==> src/rtl/rsc_pkg.sv <==
`default_nettype none

package rsc_pkg;

    // Stack geometry.
    localparam int STACK_DEPTH = 64;
    localparam int ADDR_W      = $clog2(STACK_DEPTH);
    localparam int CNT_W       = $clog2(STACK_DEPTH + 1);

    // Field widths.
    localparam int DATA_W   = 32;
    localparam int FUNC_W   = 3;
    localparam int DEPTH_W  = 7;
    localparam int STATUS_W = 2;

    // Operation codes.
    localparam logic [FUNC_W-1:0] F_PUSH = 3'd0;
    localparam logic [FUNC_W-1:0] F_ADD  = 3'd1;
    localparam logic [FUNC_W-1:0] F_SUB  = 3'd2;
    localparam logic [FUNC_W-1:0] F_MUL  = 3'd3;
    localparam logic [FUNC_W-1:0] F_DIV  = 3'd4;
    localparam logic [FUNC_W-1:0] F_MOD  = 3'd5;

    // Status codes.
    localparam logic [STATUS_W-1:0] ST_OK        = 2'd0;
    localparam logic [STATUS_W-1:0] ST_UNDERFLOW = 2'd1;
    localparam logic [STATUS_W-1:0] ST_DIVZERO   = 2'd2;
    localparam logic [STATUS_W-1:0] ST_FULL      = 2'd3;

    // Request from the stack controller to the arithmetic unit.
    typedef struct packed {
        logic              start;
        logic [FUNC_W-1:0] func;
    } t_alu_req;

    // Completion report from the arithmetic unit.
    typedef struct packed {
        logic done;
        logic div_zero;
    } t_alu_rsp;

endpackage

`default_nettype wire

==> src/rtl/rpn_stack_calculator.sv <==
// Reverse-Polish integer calculator on a stack of 64 signed 32-bit entries.
// An item is taken when start is high and busy is low; each item yields one
// result, shown for a single cycle with o_strobe high, and the receiver cannot
// hold it off. A push, an underflow, a full stack or an unused code reports in
// the cycle after the item is taken, and busy stays low. With two or more entries,
// add, subtract, multiply, divide and modulo pass through the registered stack
// memory read of the second operand and the registered response of the
// arithmetic unit; multiply and divide or modulo also run 32 steps plus a final
// sign step through the one shared adder, which a division by zero skips. busy
// is high after such an item is taken until the strobe cycle.
`default_nettype none

module rpn_stack_calculator
    import rsc_pkg::*;
(
    input  wire logic                i_clk,
    input  wire logic                i_rst_n,
    input  wire logic                start,
    output logic                     busy,
    input  wire logic [FUNC_W-1:0]   i_func,
    input  wire logic [DATA_W-1:0]   i_value,
    output logic                     o_strobe,
    output logic [DATA_W-1:0]        o_top_value,
    output logic [DEPTH_W-1:0]       o_depth,
    output logic [STATUS_W-1:0]      o_status
);

    localparam logic [1:0] S_IDLE = 2'd0;
    localparam logic [1:0] S_LOAD = 2'd1;
    localparam logic [1:0] S_CALC = 2'd2;

    localparam logic [CNT_W-1:0] FULL_CNT = CNT_W'(STACK_DEPTH);

    logic [1:0]          r_state, n_state;
    logic [CNT_W-1:0]    r_count, n_count;
    logic [DATA_W-1:0]   r_top, n_top;
    logic [FUNC_W-1:0]   r_func, n_func;
    logic                r_strobe, n_strobe;
    logic [DATA_W-1:0]   r_out_top, n_out_top;
    logic [CNT_W-1:0]    r_out_cnt, n_out_cnt;
    logic [STATUS_W-1:0] r_out_st, n_out_st;

    // Entries below the top; the top itself lives in r_top.
    logic [DATA_W-1:0]   mem [STACK_DEPTH];
    logic [DATA_W-1:0]   r_rd;
    logic                wr_en;
    logic [ADDR_W-1:0]   wr_addr;
    logic [ADDR_W-1:0]   rd_addr;
    logic [CNT_W-1:0]    cnt_m1, cnt_m2;

    logic                accept;
    t_alu_req            alu_req;
    t_alu_rsp            alu_rsp;
    logic [DATA_W-1:0]   alu_res;

    assign accept  = start && !busy;
    assign cnt_m1  = r_count - CNT_W'(1);
    assign cnt_m2  = r_count - CNT_W'(2);
    assign rd_addr = cnt_m2[ADDR_W-1:0];
    assign wr_addr = cnt_m1[ADDR_W-1:0];

    // Controller.
    always_comb begin
        n_state   = r_state;
        n_count   = r_count;
        n_top     = r_top;
        n_func    = r_func;
        n_strobe  = 1'b0;
        n_out_top = r_out_top;
        n_out_cnt = r_out_cnt;
        n_out_st  = r_out_st;
        wr_en     = 1'b0;
        alu_req.start = 1'b0;
        alu_req.func  = r_func;
        unique case (r_state)
            S_IDLE: begin
                if (accept) begin
                    n_func = i_func;
                    case (i_func) inside
                        F_PUSH: begin
                            n_strobe = 1'b1;
                            if (r_count >= FULL_CNT) begin
                                n_out_top = r_top;
                                n_out_cnt = r_count;
                                n_out_st  = ST_FULL;
                            end else begin
                                // Old top drops into the memory.
                                wr_en     = (r_count != '0);
                                n_top     = i_value;
                                n_count   = r_count + CNT_W'(1);
                                n_out_top = i_value;
                                n_out_cnt = r_count + CNT_W'(1);
                                n_out_st  = ST_OK;
                            end
                        end
                        F_ADD, F_SUB, F_MUL, F_DIV, F_MOD: begin
                            if (r_count < CNT_W'(2)) begin
                                n_strobe  = 1'b1;
                                n_out_top = (r_count != '0) ? r_top : '0;
                                n_out_cnt = r_count;
                                n_out_st  = ST_UNDERFLOW;
                            end else begin
                                n_state = S_LOAD;
                            end
                        end
                        default: begin
                            n_strobe  = 1'b1;
                            n_out_top = (r_count != '0) ? r_top : '0;
                            n_out_cnt = r_count;
                            n_out_st  = ST_OK;
                        end
                    endcase
                end
            end
            S_LOAD: begin
                // Second entry is now in r_rd.
                alu_req.start = 1'b1;
                n_state       = S_CALC;
            end
            S_CALC: begin
                if (alu_rsp.done) begin
                    n_top     = alu_res;
                    n_count   = cnt_m1;
                    n_strobe  = 1'b1;
                    n_out_top = alu_res;
                    n_out_cnt = cnt_m1;
                    n_out_st  = alu_rsp.div_zero ? ST_DIVZERO : ST_OK;
                    n_state   = S_IDLE;
                end
            end
            default: begin
                n_state = S_IDLE;
            end
        endcase
    end

    // Stack memory with a registered read port.
    always_ff @(posedge i_clk) begin
        if (wr_en) begin
            mem[wr_addr] <= r_top;
        end
        r_rd <= mem[rd_addr];
    end

    // Control registers.
    always_ff @(posedge i_clk) begin
        if (!i_rst_n) begin
            r_state  <= S_IDLE;
            r_count  <= '0;
            r_strobe <= 1'b0;
        end else begin
            r_state  <= n_state;
            r_count  <= n_count;
            r_strobe <= n_strobe;
        end
    end

    // Payload registers.
    always_ff @(posedge i_clk) begin
        r_top     <= n_top;
        r_func    <= n_func;
        r_out_top <= n_out_top;
        r_out_cnt <= n_out_cnt;
        r_out_st  <= n_out_st;
    end

    rsc_alu u_alu (
        .i_clk    (i_clk),
        .i_rst_n  (i_rst_n),
        .i_req    (alu_req),
        .i_lhs    (r_rd),
        .i_rhs    (r_top),
        .o_rsp    (alu_rsp),
        .o_result (alu_res)
    );

    assign busy        = (r_state != S_IDLE);
    assign o_strobe    = r_strobe;
    assign o_top_value = r_out_top;
    assign o_depth     = DEPTH_W'(r_out_cnt);
    assign o_status    = r_out_st;

endmodule

`default_nettype wire

==> src/rtl/rsc_alu.sv <==
`default_nettype none

// Iterative arithmetic unit built around one shared 33-bit adder. Add and
// subtract finish in one step, multiply is shift-and-add over 32 steps and
// divide/modulo is restoring division over 32 steps plus a sign fix-up step.
module rsc_alu
    import rsc_pkg::*;
(
    input  wire logic              i_clk,
    input  wire logic              i_rst_n,
    input  wire t_alu_req          i_req,
    input  wire logic [DATA_W-1:0] i_lhs,
    input  wire logic [DATA_W-1:0] i_rhs,
    output t_alu_rsp               o_rsp,
    output logic      [DATA_W-1:0] o_result
);

    localparam logic [1:0] S_IDLE = 2'd0;
    localparam logic [1:0] S_MUL  = 2'd1;
    localparam logic [1:0] S_DIV  = 2'd2;
    localparam logic [1:0] S_FIN  = 2'd3;

    localparam int STEP_W = $clog2(DATA_W);
    localparam logic [STEP_W-1:0] LAST_STEP = STEP_W'(DATA_W - 1);

    logic [1:0]        r_state, n_state;
    logic [STEP_W-1:0] r_cnt, n_cnt;
    logic              r_done, n_done;
    logic              r_dz, n_dz;
    logic [DATA_W-1:0] r_acc, n_acc;
    logic [DATA_W-1:0] r_opa, n_opa;
    logic [DATA_W-1:0] r_opb, n_opb;
    logic [DATA_W-1:0] r_res, n_res;
    logic              r_neg, n_neg;
    logic              r_isdiv, n_isdiv;
    logic              r_ismul, n_ismul;

    logic [DATA_W:0]   add_a, add_b;
    logic              add_cin;
    logic [DATA_W+1:0] add_sum;
    logic [DATA_W-1:0] fin_val;

    function automatic logic [DATA_W-1:0] magnitude(input logic [DATA_W-1:0] x);
        magnitude = x[DATA_W-1] ? (~x + DATA_W'(1)) : x;
    endfunction

    // Value that the final step passes through, negated when required.
    assign fin_val = r_ismul ? r_acc : (r_isdiv ? r_opa : r_acc);

    // Operand selection for the shared adder.
    always_comb begin
        add_a   = '0;
        add_b   = '0;
        add_cin = 1'b0;
        unique case (r_state)
            S_IDLE: begin
                add_a   = {1'b0, i_lhs};
                add_b   = (i_req.func == F_SUB) ? {1'b0, ~i_rhs} : {1'b0, i_rhs};
                add_cin = (i_req.func == F_SUB);
            end
            S_MUL: begin
                add_a = {1'b0, r_acc};
                add_b = r_opb[0] ? {1'b0, r_opa} : '0;
            end
            S_DIV: begin
                add_a   = {r_acc, r_opa[DATA_W-1]};
                add_b   = ~{1'b0, r_opb};
                add_cin = 1'b1;
            end
            S_FIN: begin
                add_a   = r_neg ? '0 : {1'b0, fin_val};
                add_b   = r_neg ? {1'b0, ~fin_val} : '0;
                add_cin = r_neg;
            end
            default: begin
                add_a = '0;
            end
        endcase
    end

    assign add_sum = {1'b0, add_a} + {1'b0, add_b} + {{(DATA_W+1){1'b0}}, add_cin};

    // Sequencer.
    always_comb begin
        n_state = r_state;
        n_cnt   = r_cnt;
        n_done  = 1'b0;
        n_dz    = r_dz;
        n_acc   = r_acc;
        n_opa   = r_opa;
        n_opb   = r_opb;
        n_res   = r_res;
        n_neg   = r_neg;
        n_isdiv = r_isdiv;
        n_ismul = r_ismul;
        unique case (r_state)
            S_IDLE: begin
                if (i_req.start) begin
                    n_dz    = 1'b0;
                    n_cnt   = '0;
                    n_acc   = '0;
                    n_isdiv = (i_req.func == F_DIV);
                    n_ismul = (i_req.func == F_MUL);
                    case (i_req.func) inside
                        F_MUL: begin
                            n_opa   = i_lhs;
                            n_opb   = i_rhs;
                            n_neg   = 1'b0;
                            n_state = S_MUL;
                        end
                        F_DIV, F_MOD: begin
                            if (i_rhs == '0) begin
                                n_res  = '0;
                                n_dz   = 1'b1;
                                n_done = 1'b1;
                            end else begin
                                n_opa   = magnitude(i_lhs);
                                n_opb   = magnitude(i_rhs);
                                n_neg   = (i_req.func == F_DIV)
                                          ? (i_lhs[DATA_W-1] ^ i_rhs[DATA_W-1])
                                          : i_lhs[DATA_W-1];
                                n_state = S_DIV;
                            end
                        end
                        default: begin
                            n_res  = add_sum[DATA_W-1:0];
                            n_done = 1'b1;
                        end
                    endcase
                end
            end
            S_MUL: begin
                n_acc = add_sum[DATA_W-1:0];
                n_opa = {r_opa[DATA_W-2:0], 1'b0};
                n_opb = {1'b0, r_opb[DATA_W-1:1]};
                n_cnt = r_cnt + STEP_W'(1);
                if (r_cnt == LAST_STEP) begin
                    n_state = S_FIN;
                end
            end
            S_DIV: begin
                // A carry out means the trial subtraction did not go negative.
                n_acc = add_sum[DATA_W+1] ? add_sum[DATA_W-1:0]
                                          : {r_acc[DATA_W-2:0], r_opa[DATA_W-1]};
                n_opa = {r_opa[DATA_W-2:0], add_sum[DATA_W+1]};
                n_cnt = r_cnt + STEP_W'(1);
                if (r_cnt == LAST_STEP) begin
                    n_state = S_FIN;
                end
            end
            S_FIN: begin
                n_res   = add_sum[DATA_W-1:0];
                n_done  = 1'b1;
                n_state = S_IDLE;
            end
            default: begin
                n_state = S_IDLE;
            end
        endcase
    end

    // Control registers.
    always_ff @(posedge i_clk) begin
        if (!i_rst_n) begin
            r_state <= S_IDLE;
            r_done  <= 1'b0;
        end else begin
            r_state <= n_state;
            r_done  <= n_done;
        end
    end

    // Datapath registers.
    always_ff @(posedge i_clk) begin
        r_cnt   <= n_cnt;
        r_dz    <= n_dz;
        r_acc   <= n_acc;
        r_opa   <= n_opa;
        r_opb   <= n_opb;
        r_res   <= n_res;
        r_neg   <= n_neg;
        r_isdiv <= n_isdiv;
        r_ismul <= n_ismul;
    end

    assign o_rsp.done     = r_done;
    assign o_rsp.div_zero = r_dz;
    assign o_result       = r_res;

endmodule

`default_nettype wire
==> config.mk <==
export PLATFORM = sky130hd
export DESIGN_NAME = rpn_stack_calculator
export DESIGN_NICKNAME = d
export VERILOG_FILES = /design/src/rtl/rsc_pkg.sv /design/src/rtl/rpn_stack_calculator.sv /design/src/rtl/rsc_alu.sv
export SDC_FILE = /design/constraint.sdc
export NUM_CORES = 2
export LEC_CHECK = 0
export ABC_AREA = 0
export BUFFER_PORTS_ARGS = -buffer_cell sky130_fd_sc_hd__buf_4
export CORE_UTILIZATION = 45
export CTS_CLUSTER_DIAMETER = 40
export DETAILED_ROUTE_END_ITERATION = 16
export PLACE_DENSITY_LB_ADDON = 0.25
export SLEW_MARGIN = 25
export SYNTH_ARGS = -nofsm -noshare
export SYNTH_HDL_FRONTEND = slang
export SYNTH_SLANG_ARGS = --single-unit
==> constraint.sdc <==
create_clock -name i_clk -period 4.4 [get_ports i_clk]
set_input_delay 0.44 -clock i_clk [delete_from_list [all_inputs] [get_ports i_clk]]
set_output_delay 0.44 -clock i_clk [all_outputs]
set_load 0.02 [all_outputs]
* Yosys cells after proc, flatten, opt, wreduce, memory -nomap -nowiden *
Memory sizes are Yosys's and may differ from the RTL's. A register that Yosys moved wholly into a read port is not among the register bits.
Cells that the tools add are included.

storage, ports and cells
  word-level logic and storage cells = 188
  RAM bits = 2048
  memories kept = 1
  bits of input ports = 38
  output and inout bits = 43
  register bits = 226

cells by class
  reduce and logical (&&, ||, !) cells = 30
  muxes and demuxes = 93
  add/sub/neg operators = 8
  equality and inequality tests = 29
  bitwise gates (word level) = 6
  magnitude comparators = 2

memory list
  memory  depth  bits a word  rd ports  clocked after memory_dff  write ports  RTL line                    RTL
  mem     64     32           1         1                         1            rpn_stack_calculator.sv:44  logic [DATA_W-1:0] mem [STACK_DEPTH];

operator list
  cell                                                   number
  two-way mux 32 bit                                     31
  case mux 33 bit (4 select lines)                       2
  case mux 32 bit (2 select lines)                       4
  case mux 32 bit (3 select lines)                       2
  NOT 32 bit                                             3
  adder 32 x 1 -> 32 bit, second input constant          2
  two-way mux 7 bit                                      8
  adder 33 x 33 -> 34 bit                                1
  adder 34 x 1 -> 34 bit                                 1
  two-way mux 2 bit                                      17
  NOT 32 -> 33 bit                                       1
  logical NOT 32 bit                                     1
  case mux 7 bit (2 select lines)                        2
  AND reduction 4 bit                                    7
  two-way mux 1 bit                                      19
  equality test 3 x 2 -> 1 bit, second input constant    4
  equality test 3 bit, second input constant             4
  inequality test 2 bit, second input constant           6
  case mux 2 bit (3 select lines)                        2
  nonzero test 2 bit                                     6
  case mux 5 bit (2 select lines)                        1
  inequality test 3 x 2 -> 1 bit, second input constant  3
  inequality test 2 x 1 -> 1 bit, second input constant  4
  AND reduction 2 bit                                    4
  26 further kinds                                       33

* Logic depth before layout (Yosys ltp) *
  depth after elaboration = 11
  gate-level depth with buffers = 19
  depth with buffers taken out = 15

* By module *
From an unflattened synthesis, not the netlist that was laid out.

second synthesis, totals
  cell total of the unflattened synthesis = 4970
  area total of the unflattened synthesis = 94504.4 um^2

modules (own cells, without submodules)
  module                seq. area each (um^2)  cells an instance  instances  area each (um^2)
  rpn_stack_calculator  64622.0                3765               1          83407.5
  rsc_alu               4174.0                 1205               1          11096.9

* Worst setup path after synthesis *
Ideal clock, no wire load.

  kind = register -> register
  from = register r_top[24]
  to = register u_alu.r_opa[0], enable pin
  data arrival time = 4396 ps
  library setup time = 470 ps
  path slack = -466 ps
  data required time = 3930 ps
  buffers on the path = 1
  cell stages (with the launch flop) = 7
  cells stage by stage = edfxtp_1 -> clkbuf_1 -> nor3_1 -> nand2_1 -> nor4_1 -> nor4b_1 -> a211oi_1

between the ends
  longest elaborated chain between the ends = 3

RTL lines
  element                                          RTL line                     RTL
  start: declaration                               rpn_stack_calculator.sv:36   logic [DATA_W-1:0] r_top, n_top;
  start signal: assignment                         rpn_stack_calculator.sv:160  r_top <= n_top;
  logical NOT 32 bit                               rsc_alu.sv:112               if (i_rhs == '0) begin
  inequality test 3 x 2 -> 1 bit (no source line)  -
  AND reduction 4 bit (no source line)             -
  end signal: assignment                           rsc_alu.sv:178               r_opa <= n_opa;
  end: declaration                                 rsc_alu.sv:31                logic [DATA_W-1:0] r_opa, n_opa;

Every way passes these cells.
A chain may end at the register's enable or synchronous reset.

* Worst setup path after layout *
  from = register u_alu.r_state[1]
  to = register u_alu.r_acc[25], data pin

between the ends
  longest elaborated chain between the ends = 6
  elaborated cells between the ends (all ways) = 11
  those cells by class = add/sub (2); eq/ne (3); mux (5); reduce/logical (1)

RTL lines
  element                                            RTL line        RTL
  start: declaration                                 rsc_alu.sv:26   logic [1:0] r_state, n_state;
  start signal: assignment                           rsc_alu.sv:168  r_state <= n_state;
  equality test 2 bit, or another cell as far along  rsc_alu.sv:55   unique case (r_state)
  case mux 33 bit (4 select lines)                   rsc_alu.sv:55
  adder 33 x 33 -> 34 bit                            rsc_alu.sv:81   assign add_sum = {1'b0, add_a} + {1'b0, add_b} + {{(DATA_W+1){1'b0}}, add_cin};
  adder 34 x 1 -> 34 bit                             rsc_alu.sv:81
  two-way mux 32 bit                                 rsc_alu.sv:143  n_acc = add_sum[DATA_W+1] ? add_sum[DATA_W-1:0]
  case mux 32 bit (3 select lines) (*)               rsc_alu.sv:96   unique case (r_state)
  via u_alu.n_acc[25]                                rsc_alu.sv:30   logic [DATA_W-1:0] r_acc, n_acc;
  end signal: assignment                             rsc_alu.sv:177  r_acc <= n_acc;
  end: declaration                                   rsc_alu.sv:30

The timed path passes the listed nets; every way through them passes the cells marked *.

==> flow_results.org <==
** Cells and area
- Count of nets after finishing :: 5188
- Syn-to-layout area delta :: 18.9%
- Ratio of cells with drive above 1 in the final layout :: 30.7%

** Setup path
- The startpoint identified for the worst register-to-register timing path is u_alu.r_state[1].
- Measured in cells, the most critical reg-to-reg path has a length of 18.
- Critical path peak fanout :: 31
- Critical path data arrival time :: 4.87 ns
- Following the worst setup path forward leads to its endpoint at u_alu.r_acc[25].
- Data required time at the worst endpoint :: 5.08 ns
- Critical Path Sink Type :: flip-flop
- STA classifies the critical path startpoint as a flip-flop.
- Register-to-register setup slack :: 0.21 ns
- In this run the critical register-to-register path is captured at u_alu.r_acc[25].
- CP startpoint :: u_alu.r_state[1]
- The critical path in this run is classified as reg2reg.

** Clock network
- TritonCTS built the clock tree.
- CTS H-Tree Depth :: 5
- After clock tree synthesis, the clock-pin slew on the worst setup and hold paths is 0.06 ns.
- The tree built by TritonCTS fans out to 2306 sinks.
- The clock passes through at most 4 buffers.
- The tree is rooted in a clkbuf_16.
- Clock latency on the worst-skew pair, taken at its later pin, is 0.94 ns.
- TritonCTS buffer count :: 337

** Yosys
- The Yosys step of the flow raised 0 warnings.
- After synthesis, the netlist uses 76 different library cells.
- Mapped Nets :: 4760
- Synthesis-stage register bit count :: 2306
- In the synthesized netlist the async set-or-reset flop fraction comes to 0%.
- Synth Instances :: 4672
- Top flip-flop cell by instance count after synthesis :: edfxtp_1
- Fraction of the yosys area taken by sequential cells :: 73.2%
- Syn avg cell area :: 20.1 µm²
- The synthesized design contains 2261 enable-type register cells.
- Cell area after technology mapping :: 93900 µm²

** STA
- Clock Skews :: 0.0688 ns
- Derived from the worst setup path, the maximum achievable clock frequency is 0.238 GHz.
- The clock period could shrink to 4.19 ns.
- Headroom to the max-slew limit :: 31.4%
- Setup repair after global routing left no endpoint under its margin.
- The final-report hold violation count came to 0.
- Max-slew violations :: 0
- Count of final setup violators :: 0
- Hold is met by 0.0703 ns.
- At the pin with the least slew margin, the transition time is 1.03 ns.
- Adding up every negative setup slack in the final design gives 0 ns.
- Dividing the final minimum period by the clock period gives 95.3%.

** Routing
- Using the TritonRoute via totals, the vias-per-cell ratio works out to 6.05.
- The first TritonRoute pass finished after 5 iterations.
- Post-detailed-route wirelength per cell :: 31.0 µm
- The final layout contains routed wiring with a total length of 252000 µm.
- Vias :: 49274
- For this block, the initial DRC count from the detailed router was 6183.
- After detailed routing, the number of remaining DRC violations is 0.
- Once detail routing completed, the nets flagged for antenna violations numbered 0.

** Pwr
- Maximum vdd drop :: 0.385 mV
- Overall Power :: 0.0518 W
- Static leakage :: 35.1 nW
- Power per cell area :: 464 nW/µm²

** Min path
- The path class of the tightest hold or removal check is in2reg.

** Flow run
- Max-cap violations in this run came to 0.

** GRT
- Pin count of the biggest net entering global routing :: 136
- Total routing usage reported by global routing :: 24.1%
- The first global-routing pass estimated 360000 µm of wire.
- The initial antenna violation count came to 15.
- Vias in the first global route :: 49265
- Residual overflow from global routing :: 0

** Status
- Run status :: complete, no violations

** Die
- 81 I/O pins were placed.
- Placement row count :: 167
- The floorplan step defined a die boundary enclosing 211000 µm².
- For this configuration, the core starts out at a cell density of 45.3%.
- The die is 459 µm wide.
- The core region is 207000 µm².
- Height of the die :: 459 µm

** Placed design
- Port buffering added 80 buffers.
- Routability Congestion :: 0.884
- The wire-length estimate of the detail-placed layout is 144000 µm.
-- how the worst min path moves through the flow --
stage	cells past startpoint	end	start	slack, ns
2_1_floorplan	2	u_alu.r_state[1]	u_alu.r_state[1]	0.50
3_3_place_gp	2	u_alu.r_state[1]	u_alu.r_state[1]	0.53
3_5_place_dp	2	u_alu.r_state[1]	u_alu.r_state[1]	0.53
4_1_cts	3	r_top[7]	i_value[7]	0.009
5_1_grt	3	r_top[7]	i_value[7]	0.04
6_report	3	r_top[7]	i_value[7]	0.07
-- where the power goes --
| part | internal (W) | total (W) | switching (W) |
|---|---|---|---|
| Clock | 0.0163 | 0.0263 | 0.0100 |
| Sequential | 0.0240 | 0.0240 | 0.0000477 |
| Combinational | 0.000650 | 0.00152 | 0.000873 |
-- kinds of logic (layout without fill, tap and decap cells) --
logic type	Yosys count	after routing	synth area share (%)
flops	2306	2306	73.2
mux	741	741	16.7
compound gates	561	561	3.97
simple gates	507	507	2.55
buf+inv	371	1057	1.59
xor+xnor	136	136	1.27
fa+ha+maj	50	50	0.682
other cells	0	3	0
-- synthesized netlist by cell type (all sizes together) (4+ instances only) --
cell type  instances  area [µm²]
edfxtp          2261       67900
mux4             661       14900
a21oi            188         941
clkbuf           177         666
nor2             167         627
nand2            153         574
o21ai            113         569
buf              107         497
xnor2            104         911
inv               87         327
mux2i             78         781
a221o             62         621
nor3              57         290
ha                48         601
dfxtp             45         901
and2              35         221
o21a              35         263
a221oi            33         289
xor2              32         280
a22o              23         201
nor2b             23         144
a211oi            20         150
nand3             20         100
a21o              17         128
o31ai             12        90.1
nand4             11        68.8
o41ai             11        96.3
a31oi              9        56.3
nor4               8         101
o211ai             7        57.6
nand2b             6        37.5
or2                6        37.5
nor3b              4        35.0
or4                4        37.5
-- metal layers --
metal	global-route usage, %	vias to the layer above	share of wire (%)	wire length (µm)
met5	0	-	0.021	53
met4	7.32	8	2.8	6980
met3	4.78	364	8.7	21900
met2	37.6	2289	47	119000
met1	34.4	26266	41	104000
li1	-	20347	-	-
-- critical path, stage by stage, from the launching register on --
cell and delay [ns]:
dfxtp_2 0.36, inv_1 0.10, ha_2 0.21, and2_1 0.17, buf_8 0.19, a221o_1 0.31
a21oi_1 0.16, a21oi_1 0.07, ha_1 0.31, buf_4 0.17, a21oi_1 0.27, o221ai_1 0.17
a21oi_1 0.17, buf_4 0.19, o21bai_1 0.10, a21oi_1 0.26, nor3_1 0.09, or3_1 0.36
a32o_1 0.27
-- what timing repair did --
action                                  in CTS  in global routing
endpoints found under the setup margin      25                 38
hold endpoints to repair                    38                  0
cloned                                       0                  0
buffers inserted                             0                  1
pin swaps                                    1                  3
hold buffers                                33                  0
gates resized for setup                      1                 15
-- sequential cells by signal (all words and copies together) (netlist names), 2 cells and up --
| signal | count |
|---|---|
| u_alu.r_acc | 32 |
| r_count | 7 |
| u_alu.r_opa | 32 |
| o_depth | 7 |
| u_alu.o_result | 32 |
| u_alu.r_cnt | 5 |
| o_top_value | 32 |
| u_alu.r_opb | 32 |
| u_alu.r_state | 2 |
| mem | 2048 |
| r_state | 2 |
| r_func | 3 |
| r_top | 32 |
| r_rd | 32 |
| o_status | 2 |
-- final cells by class --
type                            count  area, µm²
Antenna cell                        3       7.51
Clock buffer                      372       8730
Clock inverter                    225       2340
Fill cell                       15867      95600
Inverter                           87        327
Multi-Input combinational cell   1995      24300
Sequential cell                  2306      68800
Tap cell                         2788       3490
Timing Repair Buffer              373       3640
-- cells in the final DEF (no fill, tap or decap), types with 29 or more instances in the layout --
cell,Yosys,final
nor2_1,167,102
o21ai_0,111,109
inv_1,87,86
inv_6,0,44
dlygate4sd3_1,0,33
edfxtp_1,2261,2261
nor3_1,56,55
clkbuf_16,0,344
clkinv_1,0,41
mux2i_1,78,78
a21oi_1,188,186
a221o_1,62,62
buf_12,0,58
nor2_4,0,65
bufinv_16,0,31
xor2_1,32,30
xnor2_1,104,103
a221oi_1,33,33
dfxtp_1,45,41
o21a_1,35,35
clkinv_4,0,31
clkinvlp_4,0,29
nand2_1,153,153
clkinv_2,0,31
ha_1,48,44
buf_4,2,278
mux4_2,661,661
and2_1,33,33
-- through the flow --
step                      worst slack (ns)  instances  area [µm²]  util (%)
final                                0.206       8149      112000      53.9
after global routing               0.00797       8146      112000      53.9
after CTS                          0.00111       8145      112000      53.8
after detailed placement           -0.0429       7515      100000      48.3
after global placement             -0.0391       7514      100000      48.3
after floorplan                     0.0804       4672       93900         -
No activity file was read; power rests on OpenSTA's default activity.
